==> src/rtl/psfp_pkg.sv <==
`timescale 1ns / 1ps
// ----------------------------------------------------------------------------
// psfp_pkg: shared types and constants of the phase scope frame plotter
// Item actions, register indexes, controller/datapath command and status
// structs, and the per-channel fade function.
// ----------------------------------------------------------------------------
package psfp_pkg;

    localparam int ZOOM_W    = 9;
    localparam int COLOR_W   = 24;
    localparam int SAMPLE_W  = 16;
    localparam int ADDR_IN_W = 14;
    localparam int ACTION_W  = 2;
    localparam int CFG_IDX_W = 2;

    typedef enum logic [ACTION_W-1:0] {
        ACT_POINT = 2'd0,
        ACT_TICK  = 2'd1,
        ACT_CLEAR = 2'd2,
        ACT_READ  = 2'd3
    } action_t;

    localparam logic [CFG_IDX_W-1:0] CFG_ENABLED = 2'd0;
    localparam logic [CFG_IDX_W-1:0] CFG_ZOOM    = 2'd1;
    localparam logic [CFG_IDX_W-1:0] CFG_AXIS    = 2'd2;
    localparam logic [CFG_IDX_W-1:0] CFG_TRACE   = 2'd3;

    localparam logic               RST_ENABLED = 1'b1;
    localparam logic [ZOOM_W-1:0]  RST_ZOOM    = 9'd100;
    localparam logic [COLOR_W-1:0] RST_AXIS    = 24'h404040;
    localparam logic [COLOR_W-1:0] RST_TRACE   = 24'h00FF00;

    typedef struct packed {
        logic pt_start;
        logic pt_scale;
        logic div_init;
        logic div_step;
        logic pt_write;
        logic sweep_rd;
        logic init_wr;
        logic sweep_clear;
        logic out_load;
    } cmd_t;

    typedef struct packed {
        logic sweep_last;
    } status_t;

    // floor(7*c/8) on each colour channel
    function automatic logic [COLOR_W-1:0] fade(input logic [COLOR_W-1:0] c);
        logic [10:0] r;
        logic [10:0] g;
        logic [10:0] b;
        r = {3'b000, c[23:16]} * 11'd7;
        g = {3'b000, c[15:8]} * 11'd7;
        b = {3'b000, c[7:0]} * 11'd7;
        return {r[10:3], g[10:3], b[10:3]};
    endfunction

endpackage

==> src/rtl/psfp_ctrl.sv <==
`timescale 1ns / 1ps
// ----------------------------------------------------------------------------
// psfp_ctrl: controller of the phase scope frame plotter
// Sequences the reset clearing pass, point mapping, frame sweeps and pixel
// reads; owns the pending clear flag and the result valid.
// ----------------------------------------------------------------------------
module psfp_ctrl (
    input  logic              clk,
    input  logic              rst_n,
    input  logic              in_valid,
    input  psfp_pkg::action_t action,
    input  logic              enabled,
    output logic              in_ready,
    output logic              out_valid,
    input  logic              out_ready,
    input  psfp_pkg::status_t status,
    output psfp_pkg::cmd_t    cmd
);
    import psfp_pkg::*;

    typedef enum logic [8:0] {
        ST_INIT  = 9'b000000001,
        ST_IDLE  = 9'b000000010,
        ST_SCALE = 9'b000000100,
        ST_DIVI  = 9'b000001000,
        ST_DIV   = 9'b000010000,
        ST_WR    = 9'b000100000,
        ST_SWEEP = 9'b001000000,
        ST_DRAIN = 9'b010000000,
        ST_RD    = 9'b100000000
    } state_t;

    state_t state_reg;
    state_t state_next;
    logic   clear_pending_reg;
    logic   clear_pending_next;
    logic   tick_clear_reg;
    logic   tick_clear_next;
    logic   out_valid_reg;
    logic   out_valid_next;
    logic   accept;

    // a read also waits while the output register is full and not taken
    assign in_ready  = (state_reg == ST_IDLE)
                       && ((action != ACT_READ) || !out_valid_reg || out_ready);
    assign accept    = in_valid && in_ready;
    assign out_valid = out_valid_reg;

    always_comb
    begin
        state_next         = state_reg;
        clear_pending_next = clear_pending_reg;
        tick_clear_next    = tick_clear_reg;
        out_valid_next     = out_valid_reg;
        cmd                = '0;
        cmd.sweep_clear    = tick_clear_reg;
        if (out_valid_reg && out_ready)
        begin
            out_valid_next = 1'b0;
        end
        case (state_reg)
            ST_INIT:
            begin
                cmd.init_wr = 1'b1;
                if (status.sweep_last)
                begin
                    state_next = ST_IDLE;
                end
            end
            ST_IDLE:
            begin
                if (accept)
                begin
                    case (action)
                        ACT_POINT:
                        begin
                            if (enabled)
                            begin
                                cmd.pt_start = 1'b1;
                                state_next   = ST_SCALE;
                            end
                        end
                        ACT_TICK:
                        begin
                            if (clear_pending_reg || enabled)
                            begin
                                tick_clear_next    = clear_pending_reg;
                                clear_pending_next = 1'b0;
                                state_next         = ST_SWEEP;
                            end
                        end
                        ACT_CLEAR:
                        begin
                            clear_pending_next = 1'b1;
                        end
                        ACT_READ:
                        begin
                            state_next = ST_RD;
                        end
                        default:
                        begin
                            state_next = ST_IDLE;
                        end
                    endcase
                end
            end
            ST_SCALE:
            begin
                cmd.pt_scale = 1'b1;
                state_next   = ST_DIVI;
            end
            ST_DIVI:
            begin
                cmd.div_init = 1'b1;
                state_next   = ST_DIV;
            end
            ST_DIV:
            begin
                cmd.div_step = 1'b1;
                state_next   = ST_WR;
            end
            ST_WR:
            begin
                cmd.pt_write = 1'b1;
                state_next   = ST_IDLE;
            end
            ST_SWEEP:
            begin
                cmd.sweep_rd = 1'b1;
                if (status.sweep_last)
                begin
                    state_next = ST_DRAIN;
                end
            end
            ST_DRAIN:
            begin
                // last sweep write lands here
                state_next = ST_IDLE;
            end
            ST_RD:
            begin
                cmd.out_load   = 1'b1;
                out_valid_next = 1'b1;
                state_next     = ST_IDLE;
            end
            default:
            begin
                state_next = ST_IDLE;
            end
        endcase
    end

    always_ff @(posedge clk or negedge rst_n)
    begin
        if (!rst_n)
        begin
            state_reg         <= ST_INIT;
            clear_pending_reg <= 1'b1;
            tick_clear_reg    <= 1'b0;
            out_valid_reg     <= 1'b0;
        end
        else
        begin
            state_reg         <= state_next;
            clear_pending_reg <= clear_pending_next;
            tick_clear_reg    <= tick_clear_next;
            out_valid_reg     <= out_valid_next;
        end
    end

endmodule

==> config.mk <==
export PLATFORM = sky130hd
export DESIGN_NAME = psfp_ctrl
export DESIGN_NICKNAME = d
export VERILOG_FILES = /design/src/rtl/psfp_pkg.sv /design/src/rtl/psfp_ctrl.sv
export SDC_FILE = /design/constraint.sdc
export NUM_CORES = 1
export LEC_CHECK = 0
export ABC_AREA = 0
export BUFFER_PORTS_ARGS = -buffer_cell sky130_fd_sc_hd__buf_2
export CORE_ASPECT_RATIO = 1.1
export CORE_MARGIN = 4
export CORE_UTILIZATION = 30
export CTS_CLUSTER_DIAMETER = 200
export DETAILED_ROUTE_END_ITERATION = 12
export PLACE_DENSITY = 0.56
export SKIP_LAST_GASP = 1
export SLEW_MARGIN = 20
export SYNTH_ARGS = -nofsm -noshare
export SYNTH_HDL_FRONTEND = slang
export SYNTH_SLANG_ARGS = --single-unit
export TNS_END_PERCENT = 100
==> constraint.sdc <==
create_clock -name clk -period 2.32 [get_ports clk]
set_input_delay 0.232 -clock clk [delete_from_list [all_inputs] [get_ports clk]]
set_output_delay 0.232 -clock clk [all_outputs]
set_load 0.03 [all_outputs]
# Yosys cells after proc, flatten, opt, wreduce, memory -nomap -nowiden
# Cells that the tools add are included.
# op_classes
n_bitwise	0
magnitude_cmp	0
add_sub_neg	0
mux	22
reduce_logical	13
multipliers	0
n_div	0
n_shift	0
eq_ne	19
# ops
op	n
one-hot mux 9 bit (6 select lines)	1
two-way mux 9 bit	5
one-hot mux 9 bit (3 select lines)	1
two-way mux 1 bit	14
inequality test 2 bit (second input constant)	5
equality test 9 x 1 -> 1 bit (second input constant)	1
equality test 9 x 2 -> 1 bit (second input constant)	1
equality test 9 x 3 -> 1 bit (second input constant)	1
equality test 9 x 4 -> 1 bit (second input constant)	1
equality test 9 x 5 -> 1 bit (second input constant)	1
equality test 9 x 6 -> 1 bit (second input constant)	1
equality test 9 x 7 -> 1 bit (second input constant)	1
equality test 9 bit (second input constant)	1
AND reduction 4 bit	2
inequality test 3 bit (second input constant)	2
AND reduction 6 bit	1
equality test 2 bit (second input constant)	2
inequality test 4 x 1 -> 1 bit (second input constant)	1
nonzero test 2 bit	2
logical AND 1 bit	3
logical OR 1 bit	3
equality test 2 x 1 -> 1 bit (second input constant)	1
logical NOT 2 bit	1
one-hot mux 1 bit (2 select lines)	1
logical NOT 1 bit	1
# word_totals
n_memories	0
reg_bits	12
mem_bits_rw	0
latchBits	0
rom_bits	0
in_bits	8

# Logic depth before layout (Yosys ltp)
# Gate-level depths: netlist (run 1).
# logic_depth
depth_word	7
ltp_mapped	6
mapped_depth_nobuf	6

# Worst setup path before layout (run 1)
# Ideal clock, no wire load.
# synth_timing
kind	register -> output
startpoint	register state_reg[7]
endpoint	output cmd[6] in the netlist's numbering
arrival_ps	1675
n_path_buf	0
path_stages_with_launch	5
setup_slack_ps	413
path_cell_list	dfrtp_1 -> nor2_1 -> and3_1 -> and2_1 -> nor3b_1
# synth_lines
element	line_no	rtl
start, declared	psfp_ctrl.sv:33	state_t state_reg;
start signal, assigned	psfp_ctrl.sv:164	state_reg <= state_next;
end, declared	psfp_ctrl.sv:17	output psfp_pkg::cmd_t cmd

==> load_flow_metrics.sql, run 1 <==
INSERT INTO impl_metrics (metric_group, metric, value, unit) VALUES
('yosys', 'synth-seq-cells', '12', ''),
('floorplan', 'io-pin-count', '19', ''),
('drt', 'ant_nets', '0', ''),
('drt', 'detail_route.wirelength', '1.59', 'mm'),
('clocking', 'ctsRootBufferMaster', 'clkbuf_4', ''),
('run', 'timing.max_cap.violations', '0', ''),
('timing', 'finalCritPeriodShare', '94.8', '%'),
('placed_design', 'dp.cells', '128', ''),
('timing', 'finClkSkew', '0.00682', 'ns'),
('finish', 'layout-drive-gt1-share', '27.5', '%'),
('grt', 'antenna_found_initial', '0', ''),
('clocking', 'cts_tree', 'built', ''),
('timing', 'setup_violations', '0', ''),
('finish', 'multi_input_gate_area', '417', 'µm²'),
('floorplan', 'dieWidth', '56.4', 'µm'),
('setup_path', 'slowest_stage', 'dfrtp_1', ''),
('finish', 'antenna_cells_inserted', '0', ''),
('power_and_ir_drop', 'net-switching-power', '0.000278', 'W'),
('yosys', 'seq_area_frac_synth', '39.1', '%'),
('setup_path', 'critPathArrivalTime', '1.97', 'ns'),
('drt', 'drt_drc_violations_left', '0', ''),
('timing', 'max_slew.worst_pin.slew', '0.326', 'ns'),
('power_and_ir_drop', 'clkPwrFrac', '23.2', '%'),
('finish', 'fin_cells', '133', ''),
('timing', 'finalCriticalPeriod', '2.20', 'ns'),
('placed_design', 'place.detailed.hpwl', '1.27', 'mm'),
('timing', 'rsz0062_at_grt', 'false', ''),
('floorplan', 'floorplan.initialDensity', '31.0', '%'),
('status', 'status', 'complete, no violations', ''),
('setup_path', 'cp_cell_sequence', 'or3b_1 > a31oi_2 > and3_2 > and3_1 > buf_2', ''),
('grt', 'largest_net_degree_at_the_start_of_global_routing', '13', ''),
('setup_path', 'timing.critical_path.fanout_max', '8', ''),
('setup_path', 'worstSetupStartpointType', 'flop', ''),
('power_and_ir_drop', 'vdd.ir_drop.worst', '0.453', 'mV'),
('setup_path', 'max_stage_delay', '0.45', 'ns'),
('floorplan', 'fp.coreArea', '2500', 'µm²'),
('clocking', 'numCtsBuffers', '3', ''),
('yosys', 'postSynthNetCount', '96', ''),
('power_and_ir_drop', 'power.share.switching', '37.8', '%'),
('setup_path', 'kind_of_capture_point_of_the_worst_setup_path', 'output port', ''),
('finish', 'finalNetCount', '117', ''),
('finish', 'layout.area.seq', '303', 'µm²'),
('power_and_ir_drop', 'p_int', '0.000457', 'W'),
('yosys', 'yosysWarnings', '0', ''),
('grt', 'grt_pass1_vias', '631', ''),
('power_and_ir_drop', 'power_frac_seq', '38.5', '%'),
('floorplan', 'chipHeight', '61.3', 'µm'),
('timing', 'worst_slew_margin_rel', '78.0', '%'),
('power_and_ir_drop', 'comb_power_share', '38.3', '%'),
('yosys', 'syn-mean-instance-area', '9.45', 'µm²'),
('timing', 'fin_tns_setup', '0', 'ns'),
('clocking', 'clk_latency', '0.28', 'ns'),
('timing', 'finalHoldViolations', '0', ''),
('power_and_ir_drop', 'post-layout-total-power', '0.000735', 'W'),
('finish', 'filler_cell_count', '255', ''),
('grt', 'groute.usage.overall', '10.5', '%'),
('placed_design', 'dpl_cell_area', '877', 'µm²'),
('floorplan', 'die-area', '3460', 'µm²'),
('yosys', 'synthCells', '82', ''),
('power_and_ir_drop', 'leakage_power_of_the_design', '0.466', 'nW'),
('timing', 'timing.fmax', '454', 'MHz'),
('grt', 'overflow', '0', ''),
('finish', 'final_design_area_no_fill', '925', 'µm²'),
('grt', 'global_route_wire_length_before_repair', '2.75', 'mm'),
('timing', 'timing_max_transition_violations_final', '0', ''),
('yosys', 'synth_area_leader_cell', 'dfrtp_1', ''),
('setup_path', 'setup.worst_path.class', 'reg2out', ''),
('drt', 'drtPass1Iterations', '3', ''),
('drt', 'route.detailed.vias_per_inst', '4.86', ''),
('drt', 'first_iter_violations', '14', ''),
('clocking', 'cts.clk_slew.worst_paths', '0.08', 'ns');
-- per-layer routing --
layer	global-route usage, %	vias up	part of all wire [%]
met3	2.10	4	5.0
met1	13.8	295	47
met5	0	-	0
met2	16.0	14	46
li1	-	333	-
met4	6.10	0	1.7
-- logic make-up (layout without fill, tap and decap cells) --
| family | count (synthesis) | after routing | synth area share [%] |
|---|---|---|---|
| AOI/OAI and AO/OA | 14 | 14 | 12.9 |
| adders and majority gates | 6 | 6 | 9.69 |
| buffers and inverters | 11 | 31 | 7.27 |
| DFF | 12 | 12 | 39.1 |
| and+or+nand+nor | 39 | 39 | 31.0 |
-- synth_stat cells (all sizes together) --
cell	instances
inv	8
and3	6
buf	3
a2bb2oi	1
nor2	4
ha	6
o22ai	1
a21oi	4
o21ai	2
a32o	1
a31oi	2
nor3	2
a21o	1
nand3	5
nor2b	3
or2	1
and2	4
dfstp	2
nand2	3
o311ai	1
dfrtp	10
or3b	1
nand3b	2
and4b	1
a41o	1
nor3b	7
-- metrics by stage --
stage               setup WS, ns  util, %  hold WS [ns]
floorplan                  0.413        -       -0.0636
finish                     0.120     37.0         0.110
detailed placement         0.401     35.1         0.127
CTS                       0.0732     37.0         0.109
global route              0.0277     37.0         0.132
global placement           0.412     35.1         0.125
-- timing repair --
item,4_1_cts,5_1_grt
resized for setup,0,1
setup endpoints to repair,0,1
setup buffers,0,0
endpoints found under the hold margin,10,0
hold buffers,1,0
-- power by group through the flow --
stage	combinational, W	clock [W]	sequential (W)
after floorplan	0.000236	0	0.000281
after global placement	0.000279	0	0.000285
after detailed placement	0.000280	0	0.000287
after CTS	0.000283	0.000176	0.000283
after global routing	0.000311	0.000182	0.000291
final	0.000282	0.000170	0.000283
-- final timing paths --
path	startpoint	cells after the start	to	slack [ns]
max in group asynchronous	rst_n	2	state_reg[0]	1.70
min in group asynchronous	rst_n	2	state_reg[5]	0.35
worst min-delay path	status	2	state_reg[0]	0.11
worst max-delay path	state_reg[1]	5	cmd[8]	0.12
worst max register to register	state_reg[1]	5	tick_clear_reg	0.60
worst min register to register	state_reg[5]	1	state_reg[5]	0.50
-- critical path: cells and delay by family (launching register included) --
family	cells	cell delay [ns]
AO/OA/AOI/OAI	1	0.22
AND/OR/NAND/NOR	3	0.84
buffers and inverters	1	0.19
flip-flops	1	0.45
-- final cells by class --
class / instances / share of cell area [%]
Clock buffer: 4 / 3.92
Inverter: 8 / 3.25
Multi-Input combinational cell: 59 / 45.1
Sequential cell: 12 / 32.7
Tap cell: 31 / 4.19
Timing Repair Buffer: 19 / 10.8
-- placed cells by master, fill, tap and decap left out, types with 2 or more instances in the layout --
master	instances
dfstp_2	2
nor2b_1	3
inv_1	8
nand3b_1	2
nor2_1	4
ha_1	6
and2_1	4
a21oi_1	4
and3_1	5
nor3_1	2
nand3_1	4
clkbuf_4	3
nand2_1	3
nor3b_1	7
dfrtp_1	10
buf_2	18
(Power assumes the default switching activity.)
==> run 2, diff against run 1 <==
--- a/config.mk
+++ b/config.mk
@@ -12,6 +12,7 @@
 export CORE_UTILIZATION = 30
 export CTS_CLUSTER_DIAMETER = 200
 export DETAILED_ROUTE_END_ITERATION = 12
+export HOLD_SLACK_MARGIN = 0.15
 export PLACE_DENSITY = 0.56
 export SKIP_LAST_GASP = 1
 export SLEW_MARGIN = 20
==> run 2 against run 1 <==
Net effect:
- count of clock-buffer cells in the layout stayed put
- register-to-register slack hardly changed
- combinational power hardly changed
- maximum frequency stayed put
- worst setup slack stayed put
- sequential power hardly changed
- cell area is 1.1% higher
- critical path type unchanged
- critical endpoint unchanged
- largest power group unchanged
- highest routed layer unchanged
==> load_flow_metrics.sql, run 2 (synthesis gave the netlist of run 1 again) <==
INSERT INTO impl_metrics (metric_group, metric, value, unit) VALUES
('status', 'status', 'complete, no violations', ''),
('clocking', 'clock_h_tree_levels', '1', ''),
('drt', 'detail_route.wirelength', '1.59', 'mm'),
('timing', 'fin_hold_ws', '0.266', 'ns'),
('setup_path', 'timing.critical_path.fanout_max', '8', ''),
('timing', 'setup_violations', '0', ''),
('placed_design', 'dpl_worst_slack', '0.401', 'ns'),
('timing', 'post-route-worst-setup-slack', '0.120', 'ns'),
('clocking', 'clk_latency', '0.28', 'ns'),
('grt', 'grt_pass1_vias', '631', ''),
('power_and_ir_drop', 'net-switching-power', '0.000278', 'W'),
('floorplan', 'dieWidth', '56.4', 'µm'),
('clocking', 'clock_sinks', '12', ''),
('floorplan', 'die-area', '3460', 'µm²'),
('timing', 'rsz0062_at_grt', 'false', ''),
('power_and_ir_drop', 'powerDensity', '788', 'nW/µm²'),
('drt', 'met2_length', '728', 'µm'),
('grt', 'groute.usage.overall', '10.5', '%'),
('grt', 'global_route_wire_length_before_repair', '2.75', 'mm'),
('timing', 'timing.fmax', '454', 'MHz'),
('setup_path', 'cp_cell_sequence', 'or3b_1 > a31oi_2 > and3_2 > and3_1 > buf_2', ''),
('setup_path', 'worst-r2r-setup-slack', '0.60', 'ns'),
('setup_path', 'timing.critical_path.required', '2.09', 'ns'),
('placed_design', 'place.detailed.hpwl', '1.27', 'mm'),
('drt', 'ant_nets', '0', ''),
('grt', 'antenna_found_initial', '0', ''),
('power_and_ir_drop', 'power.share.switching', '37.7', '%'),
('clocking', 'ctsRootBufferMaster', 'clkbuf_4', ''),
('setup_path', 'critPathArrivalTime', '1.97', 'ns'),
('power_and_ir_drop', 'vdd.ir_drop.worst', '0.453', 'mV'),
('clocking', 'cts.clk_slew.worst_paths', '0.07', 'ns'),
('timing', 'finClkSkew', '0.00682', 'ns'),
('power_and_ir_drop', 'leakage_power_of_the_design', '0.470', 'nW'),
('drt', 'drtPass1Iterations', '3', ''),
('finish', 'most_common_library_cell_in_the_layout_ignoring_fill_and_taps', 'buf_2', ''),
('drt', 'vias', '649', ''),
('drt', 'dr.max_layer_used', 'met4', ''),
('clocking', 'setup_bufs_post_cts', '0', ''),
('finish', 'layout-drive-gt1-share', '27.2', '%'),
('setup_path', 'setup.worst_path.class', 'reg2out', ''),
('drt', 'routed_wire_length_per_instance', '11.9', 'µm'),
('setup_path', 'crit_family', 'simple AND/OR/NAND/NOR gates', ''),
('finish', 'multi_input_gate_area', '417', 'µm²'),
('placed_design', 'port_buffers', '18', ''),
('timing', 'max_slew.worst_pin.slew', '0.326', 'ns'),
('drt', 'routed-wl-met3', '80', 'µm'),
('finish', 'layout.area.seq', '303', 'µm²'),
('setup_path', 'worstSetupStartpointType', 'flop', ''),
('clocking', 'cts_tree', 'built', ''),
('power_and_ir_drop', 'comb_power_share', '38.4', '%'),
('floorplan', 'chipHeight', '61.3', 'µm'),
('finish', 'filler_cell_count', '254', ''),
('setup_path', 'slowest_stage', 'dfrtp_1', ''),
('drt', 'drt_drc_violations_left', '0', ''),
('finish', 'antenna_cells_inserted', '0', ''),
('timing', 'finalHoldViolations', '0', ''),
('floorplan', 'io-pin-count', '19', ''),
('timing', 'worst_slew_margin_rel', '78.0', '%'),
('drt', 'wl_met1', '752', 'µm'),
('clocking', 'clock_tree.buffer_depth', '2', ''),
('timing', 'finalCritPeriodShare', '94.8', '%'),
('setup_path', 'kind_of_capture_point_of_the_worst_setup_path', 'output port', ''),
('worst_hold_path', 'min-delay-path-class', 'in2reg', ''),
('power_and_ir_drop', 'p_int', '0.000458', 'W'),
('clocking', 'numCtsBuffers', '3', ''),
('grt', 'overflow', '0', ''),
('floorplan', 'fp.coreArea', '2500', 'µm²'),
('timing', 'timing_max_transition_violations_final', '0', ''),
('power_and_ir_drop', 'clkPwrFrac', '23.1', '%'),
('setup_path', 'max_stage_delay', '0.45', 'ns'),
('finish', 'final_cell_mix', '18 x buf_2, 10 x dfrtp_1, 8 x inv_1', ''),
('finish', 'area_delta_synth_final', '20.7', '%'),
('finish', 'utilization', '37.4', '%'),
('timing', 'fin_tns_setup', '0', 'ns'),
('drt', 'first_iter_violations', '13', ''),
('setup_path', 'critPathBufInv', '1', ''),
('run', 'timing.max_cap.violations', '0', ''),
('grt', 'largest_net_degree_at_the_start_of_global_routing', '13', ''),
('finish', 'largest_reg_flops', '9', ''),
('drt', 'route.detailed.vias_per_inst', '4.84', ''),
('placed_design', 'dpl_cell_area', '877', 'µm²'),
('floorplan', 'floorplan.initialDensity', '31.0', '%'),
('finish', 'final_design_area_no_fill', '935', 'µm²'),
('power_and_ir_drop', 'power_frac_seq', '38.4', '%'),
('finish', 'finalNetCount', '118', ''),
('timing', 'finalCriticalPeriod', '2.20', 'ns'),
('placed_design', 'gpl_wtd_cong', '0.804', ''),
('floorplan', 'core.rowCount', '19', '');
## run 2: worst paths after layout
| kind | end | startpoint | depth (start not counted) |
|---|---|---|---|
| max reg2reg | tick_clear_reg | state_reg[1] | 5 |
| max in group asynchronous | state_reg[0] | rst_n | 2 |
| min in group asynchronous | state_reg[5] | rst_n | 2 |
| min reg2reg | state_reg[5] | state_reg[5] | 1 |
| max | cmd[8] | state_reg[1] | 5 |
| min | out_valid | out_ready | 3 |
## run 2: power groups by stage
stage	Combinational, W	Clock [W]	Sequential (W)
floorplan	0.000236	0	0.000281
global placement	0.000279	0	0.000285
detailed placement	0.000280	0	0.000287
CTS	0.000285	0.000176	0.000283
global route	0.000312	0.000182	0.000291
finish	0.000283	0.000170	0.000283
## run 2: cell type report
class / instances / share of cell area (%)
multi-input cells: 59 / 44.6
inverters: 8 / 3.21
clock buffers: 4 / 3.88
repair buffers: 20 / 11.8
flip-flops and latches: 12 / 32.4
well taps: 31 / 4.15
## run 2: per-stage QoR
step                      total power (W)  std cells
after floorplan                  0.000517         82
after global placement           0.000564        128
after CTS                        0.000744        134
after global routing             0.000785        134
after detailed placement         0.000568        128
final                            0.000736        134
## run 2: routing by layer
| metal | track usage [%] | up-vias |
|---|---|---|
| met1 | 13.8 | 296 |
| met3 | 2.10 | 4 |
| met2 | 16.0 | 14 |
| met4 | 6.10 | 0 |
| li1 | - | 335 |
| met5 | 0 | - |
## run 2: worst min-delay path: stages
cell and delay (ns):
buf_2 0.08, inv_1 0.05, a21o_1 0.15
## run 2: timing repair
item | 4_1_cts | 5_1_grt
endpoints found under the setup margin | 0 | 1
hold endpoints to repair | 13 | 0
hold buffers | 2 | 0
resized for setup | 0 | 1
==> run 3, diff against run 2 <==
==> config.mk (replaced) <==
export PLATFORM = sky130hd
export DESIGN_NAME = psfp_ctrl
export DESIGN_NICKNAME = d
export VERILOG_FILES = /design/src/rtl/psfp_pkg.sv /design/src/rtl/psfp_ctrl.sv
export SDC_FILE = /design/constraint.sdc
export NUM_CORES = 1
export LEC_CHECK = 0
export ABC_AREA = 1
export BUFFER_PORTS_ARGS = -buffer_cell sky130_fd_sc_hd__buf_2
export CORE_ASPECT_RATIO = 1.1
export CORE_MARGIN = 1.5
export CORE_UTILIZATION = 30
export CTS_CLUSTER_DIAMETER = 200
export DETAILED_ROUTE_END_ITERATION = 12
export HOLD_SLACK_MARGIN = 0.15
export PLACE_DENSITY = 0.55
export SKIP_LAST_GASP = 1
export SLEW_MARGIN = 20
export SYNTH_ARGS = -nofsm -noshare
export SYNTH_HDL_FRONTEND = slang
export SYNTH_SLANG_ARGS = --single-unit
==> run 3 against run 2 <==
Net effect:
- critical path depth up 3
- cell area increased by 9.6%
- count of clock-buffer cells in the layout stayed put
- clock power barely moved
- sequential share of layout area shrank 2.8 points
- synthesized cell count rose by 39%
- register-to-register slack gained 0.36 ns
- die area shrank 8.4%
- sequential cell count unchanged
- via count increased by 16%
- sequential power grew 7.8%
- final cell count is 26% higher
- critical path type unchanged
==> load_flow_metrics.sql, run 3 <==
INSERT INTO impl_metrics (metric_group, metric, value, unit) VALUES
('setup_path', 'reg2regPathDepth', '8', ''),
('finish', 'most_common_library_cell_in_the_layout_ignoring_fill_and_taps', 'nor2_1', ''),
('timing', 'finClkSkew', '0.00630', 'ns'),
('placed_design', 'gpl_wtd_cong', '0.715', ''),
('setup_path', 'cp_cell_sequence', 'nor2_4 > nand3_2 > nor2_4 > inv_2 > nor2_8 > nand2_1 > nor2_1 > buf_2', ''),
('power_and_ir_drop', 'p_int', '0.000531', 'W'),
('power_and_ir_drop', 'leakage_power_of_the_design', '0.564', 'nW'),
('worst_hold_path', 'worst_hold_stages', '3', ''),
('timing', 'rsz0062_at_grt', 'false', ''),
('setup_path', 'kind_of_capture_point_of_the_worst_setup_path', 'output port', ''),
('power_and_ir_drop', 'powerDensity', '987', 'nW/µm²'),
('finish', 'filler_cell_count', '293', ''),
('grt', 'grt_pass1_vias', '736', ''),
('yosys', 'yosys-top-cells-area', 'dfrtp_1 29%, nor2_1 11%, ha_1 8.8%, inv_1 8.4%, nand2_1 8.4%', ''),
('grt', 'largest_net_degree_at_the_start_of_global_routing', '13', ''),
('power_and_ir_drop', 'clkPwrFrac', '16.5', '%'),
('setup_path', 'worstSetupStartpointType', 'flop', ''),
('timing', 'fin_tns_setup', '0', 'ns'),
('status', 'status', 'complete, no violations', ''),
('setup_path', 'worstSetupPathDepth', '8', ''),
('clocking', 'clock_sinks', '12', ''),
('finish', 'antenna_cells_inserted', '0', ''),
('yosys', 'synthArstFlopShare', '100', '%'),
('placed_design', 'place.detailed.hpwl', '1.51', 'mm'),
('drt', 'ant_nets', '0', ''),
('drt', 'detail_route.wirelength', '1.74', 'mm'),
('clocking', 'clk_latency', '0.27', 'ns'),
('setup_path', 'timing.critical_path.required', '2.09', 'ns'),
('yosys', 'syn-mean-instance-area', '7.47', 'µm²'),
('drt', 'drtPass1Iterations', '4', ''),
('finish', 'layout-drive-gt1-share', '27.9', '%'),
('clocking', 'clock_tree.buffer_depth', '2', ''),
('yosys', 'yosys.area.top_type_share', '29.4', '%'),
('floorplan', 'io-pin-count', '19', ''),
('yosys', 'synth_enable_flop_cells', '0', ''),
('placed_design', 'dpl_worst_slack', '0.748', 'ns'),
('grt', 'groute.usage.overall', '12.4', '%'),
('timing', 'timing_max_transition_violations_final', '0', ''),
('drt', 'route.detailed.vias_per_inst', '4.44', ''),
('floorplan', 'chipHeight', '58.9', 'µm'),
('clocking', 'hold_buffers', '2', ''),
('drt', 'routed_wire_length_per_instance', '10.3', 'µm'),
('yosys', 'synth_common_cells', '25 x nor2_1, 19 x inv_1, 19 x nand2_1', ''),
('setup_path', 'setup.worst_path.class', 'reg2out', ''),
('finish', 'area_delta_synth_final', '20.3', '%'),
('floorplan', 'fp.coreArea', '2730', 'µm²'),
('setup_path', 'worst-r2r-setup-slack', '0.96', 'ns'),
('grt', 'global_route_wire_length_before_repair', '2.93', 'mm'),
('setup_path', 'max_stage_delay', '0.43', 'ns'),
('grt', 'antenna_found_initial', '0', ''),
('power_and_ir_drop', 'power.share.switching', '47.5', '%'),
('yosys', 'postSynthNetCount', '128', ''),
('timing', 'max_slew.worst_pin.slew', '0.261', 'ns'),
('yosys', 'synthCells', '114', ''),
('drt', 'drt_drc_violations_left', '0', ''),
('worst_hold_path', 'min-delay-path-class', 'in2reg', ''),
('power_and_ir_drop', 'vdd.ir_drop.worst', '0.370', 'mV'),
('floorplan', 'floorplan.initialDensity', '31.2', '%'),
('clocking', 'cts.repair.resized', '0', ''),
('yosys', 'netlist-cell-type-count', '23', ''),
('finish', 'utilization', '37.6', '%'),
('floorplan', 'die-area', '3170', 'µm²'),
('clocking', 'clock_h_tree_levels', '1', ''),
('timing', 'finalCritPeriodShare', '80.6', '%'),
('finish', 'largest_reg_flops', '9', ''),
('timing', 'timing.fmax', '535', 'MHz'),
('setup_path', 'timing.critical_path.fanout_max', '5', ''),
('clocking', 'numCtsBuffers', '3', ''),
('timing', 'post-route-worst-setup-slack', '0.451', 'ns'),
('setup_path', 'critPathBufInv', '2', ''),
('yosys', 'postSynth.topFlopCell', 'dfrtp_1', ''),
('drt', 'first_iter_violations', '8', ''),
('timing', 'finalHoldViolations', '0', ''),
('clocking', 'setup_bufs_post_cts', '0', ''),
('finish', 'final_cell_mix', '25 x nor2_1, 19 x inv_1, 19 x nand2_1', ''),
('clocking', 'cts_tree', 'built', ''),
('clocking', 'ctsRootBufferMaster', 'clkbuf_4', ''),
('grt', 'overflow', '0', ''),
('clocking', 'cts.clk_slew.worst_paths', '0.08', 'ns'),
('placed_design', 'port_buffers', '18', ''),
('floorplan', 'dieWidth', '53.8', 'µm'),
('finish', 'finalNetCount', '151', ''),
('power_and_ir_drop', 'comb_power_share', '53.3', '%'),
('yosys', 'cell_area_after_synthesis', '852', 'µm²'),
('yosys', 'synth_most_common_cell', 'nor2_1', ''),
('yosys', 'synth_area_leader_cell', 'dfrtp_1', ''),
('setup_path', 'crit_family', 'simple AND/OR/NAND/NOR gates', ''),
('timing', 'finalCriticalPeriod', '1.87', 'ns'),
('timing', 'setup_violations', '0', ''),
('timing', 'worst_slew_margin_rel', '82.5', '%'),
('floorplan', 'core.rowCount', '20', ''),
('run', 'timing.max_cap.violations', '0', ''),
('yosys', 'synth-seq-cells', '12', ''),
('yosys', 'seq_area_frac_synth', '35.5', '%'),
('setup_path', 'critPathArrivalTime', '1.64', 'ns'),
('yosys', 'yosysWarnings', '0', ''),
('power_and_ir_drop', 'net-switching-power', '0.000480', 'W'),
('drt', 'vias', '750', ''),
('setup_path', 'crit_top_cell', 'nor2_4', ''),
('power_and_ir_drop', 'power_frac_seq', '30.2', '%'),
('setup_path', 'slowest_stage', 'dfrtp_1', '');
run 3: cell count changes after synthesis, sizes merged, moves of 3 or more:
cell   before  now
inv         8   20
nor2b       3    0
nor2        4   31
and2        4    0
nand2       3   21
nand3       5   12
a21oi       4    1
nor3b       7    0
and3        6    0
run 3: per-layer routing:
metal	up-vias	part of all wire (%)	track usage, %
met5	-	0	0
met4	0	0.81	4.40
met3	2	3.8	1.52
met2	15	50	22.6
met1	340	45	14.4
li1	393	-	-
run 3: worst paths after layout:
path | from | endpoint
max | state_reg[5] | cmd[8]
min | in_valid | clear_pending_reg
max reg2reg | state_reg[6] | tick_clear_reg
min reg2reg | clear_pending_reg | clear_pending_reg
max in group asynchronous | rst_n | state_reg[0]
min in group asynchronous | rst_n | state_reg[4]
run 3: final cells by class:
type	instances	area [µm²]	share of cell area, %
Timing Repair Buffer	20	110	10.7
Clock buffer	4	36.3	3.54
Inverter	20	75.1	7.33
Multi-Input combinational cell	80	459	44.8
Sequential cell	12	303	29.5
Tap cell	33	41.3	4.03
run 3: stage by stage:
step	cells	hold WS [ns]	total power, W	area [µm²]
floorplan	114	-0.0636	0.000746	852
global placement	163	0.125	0.000844	968
detailed placement	163	0.130	0.000855	968
CTS	169	0.227	0.00103	1020
global route	169	0.237	0.00110	1020
finish	169	0.230	0.00101	1020
run 3: cells by family after synthesis:
| family | share of synthesized area, % |
|---|---|
| AND/OR/NAND/NOR | 42.3 |
| buffers and inverters | 10.6 |
| flip-flops | 35.5 |
| adder cells (fa/ha/maj) | 8.81 |
| AO/OA/AOI/OAI | 2.79 |
run 3: power by group through the flow:
| stage | Sequential, W | Combinational [W] | Clock [W] |
|---|---|---|---|
| after floorplan | 0.000306 | 0.000439 | 0 |
| after CTS | 0.000305 | 0.000550 | 0.000173 |
| after global routing | 0.000311 | 0.000605 | 0.000183 |
| final | 0.000305 | 0.000539 | 0.000167 |
| after detailed placement | 0.000308 | 0.000547 | 0 |
| after global placement | 0.000307 | 0.000538 | 0 |
run 3: tightest hold or removal path: stages:
cell and delay (ns):
buf_2 0.13, nand4_1 0.09, nand2_1 0.05
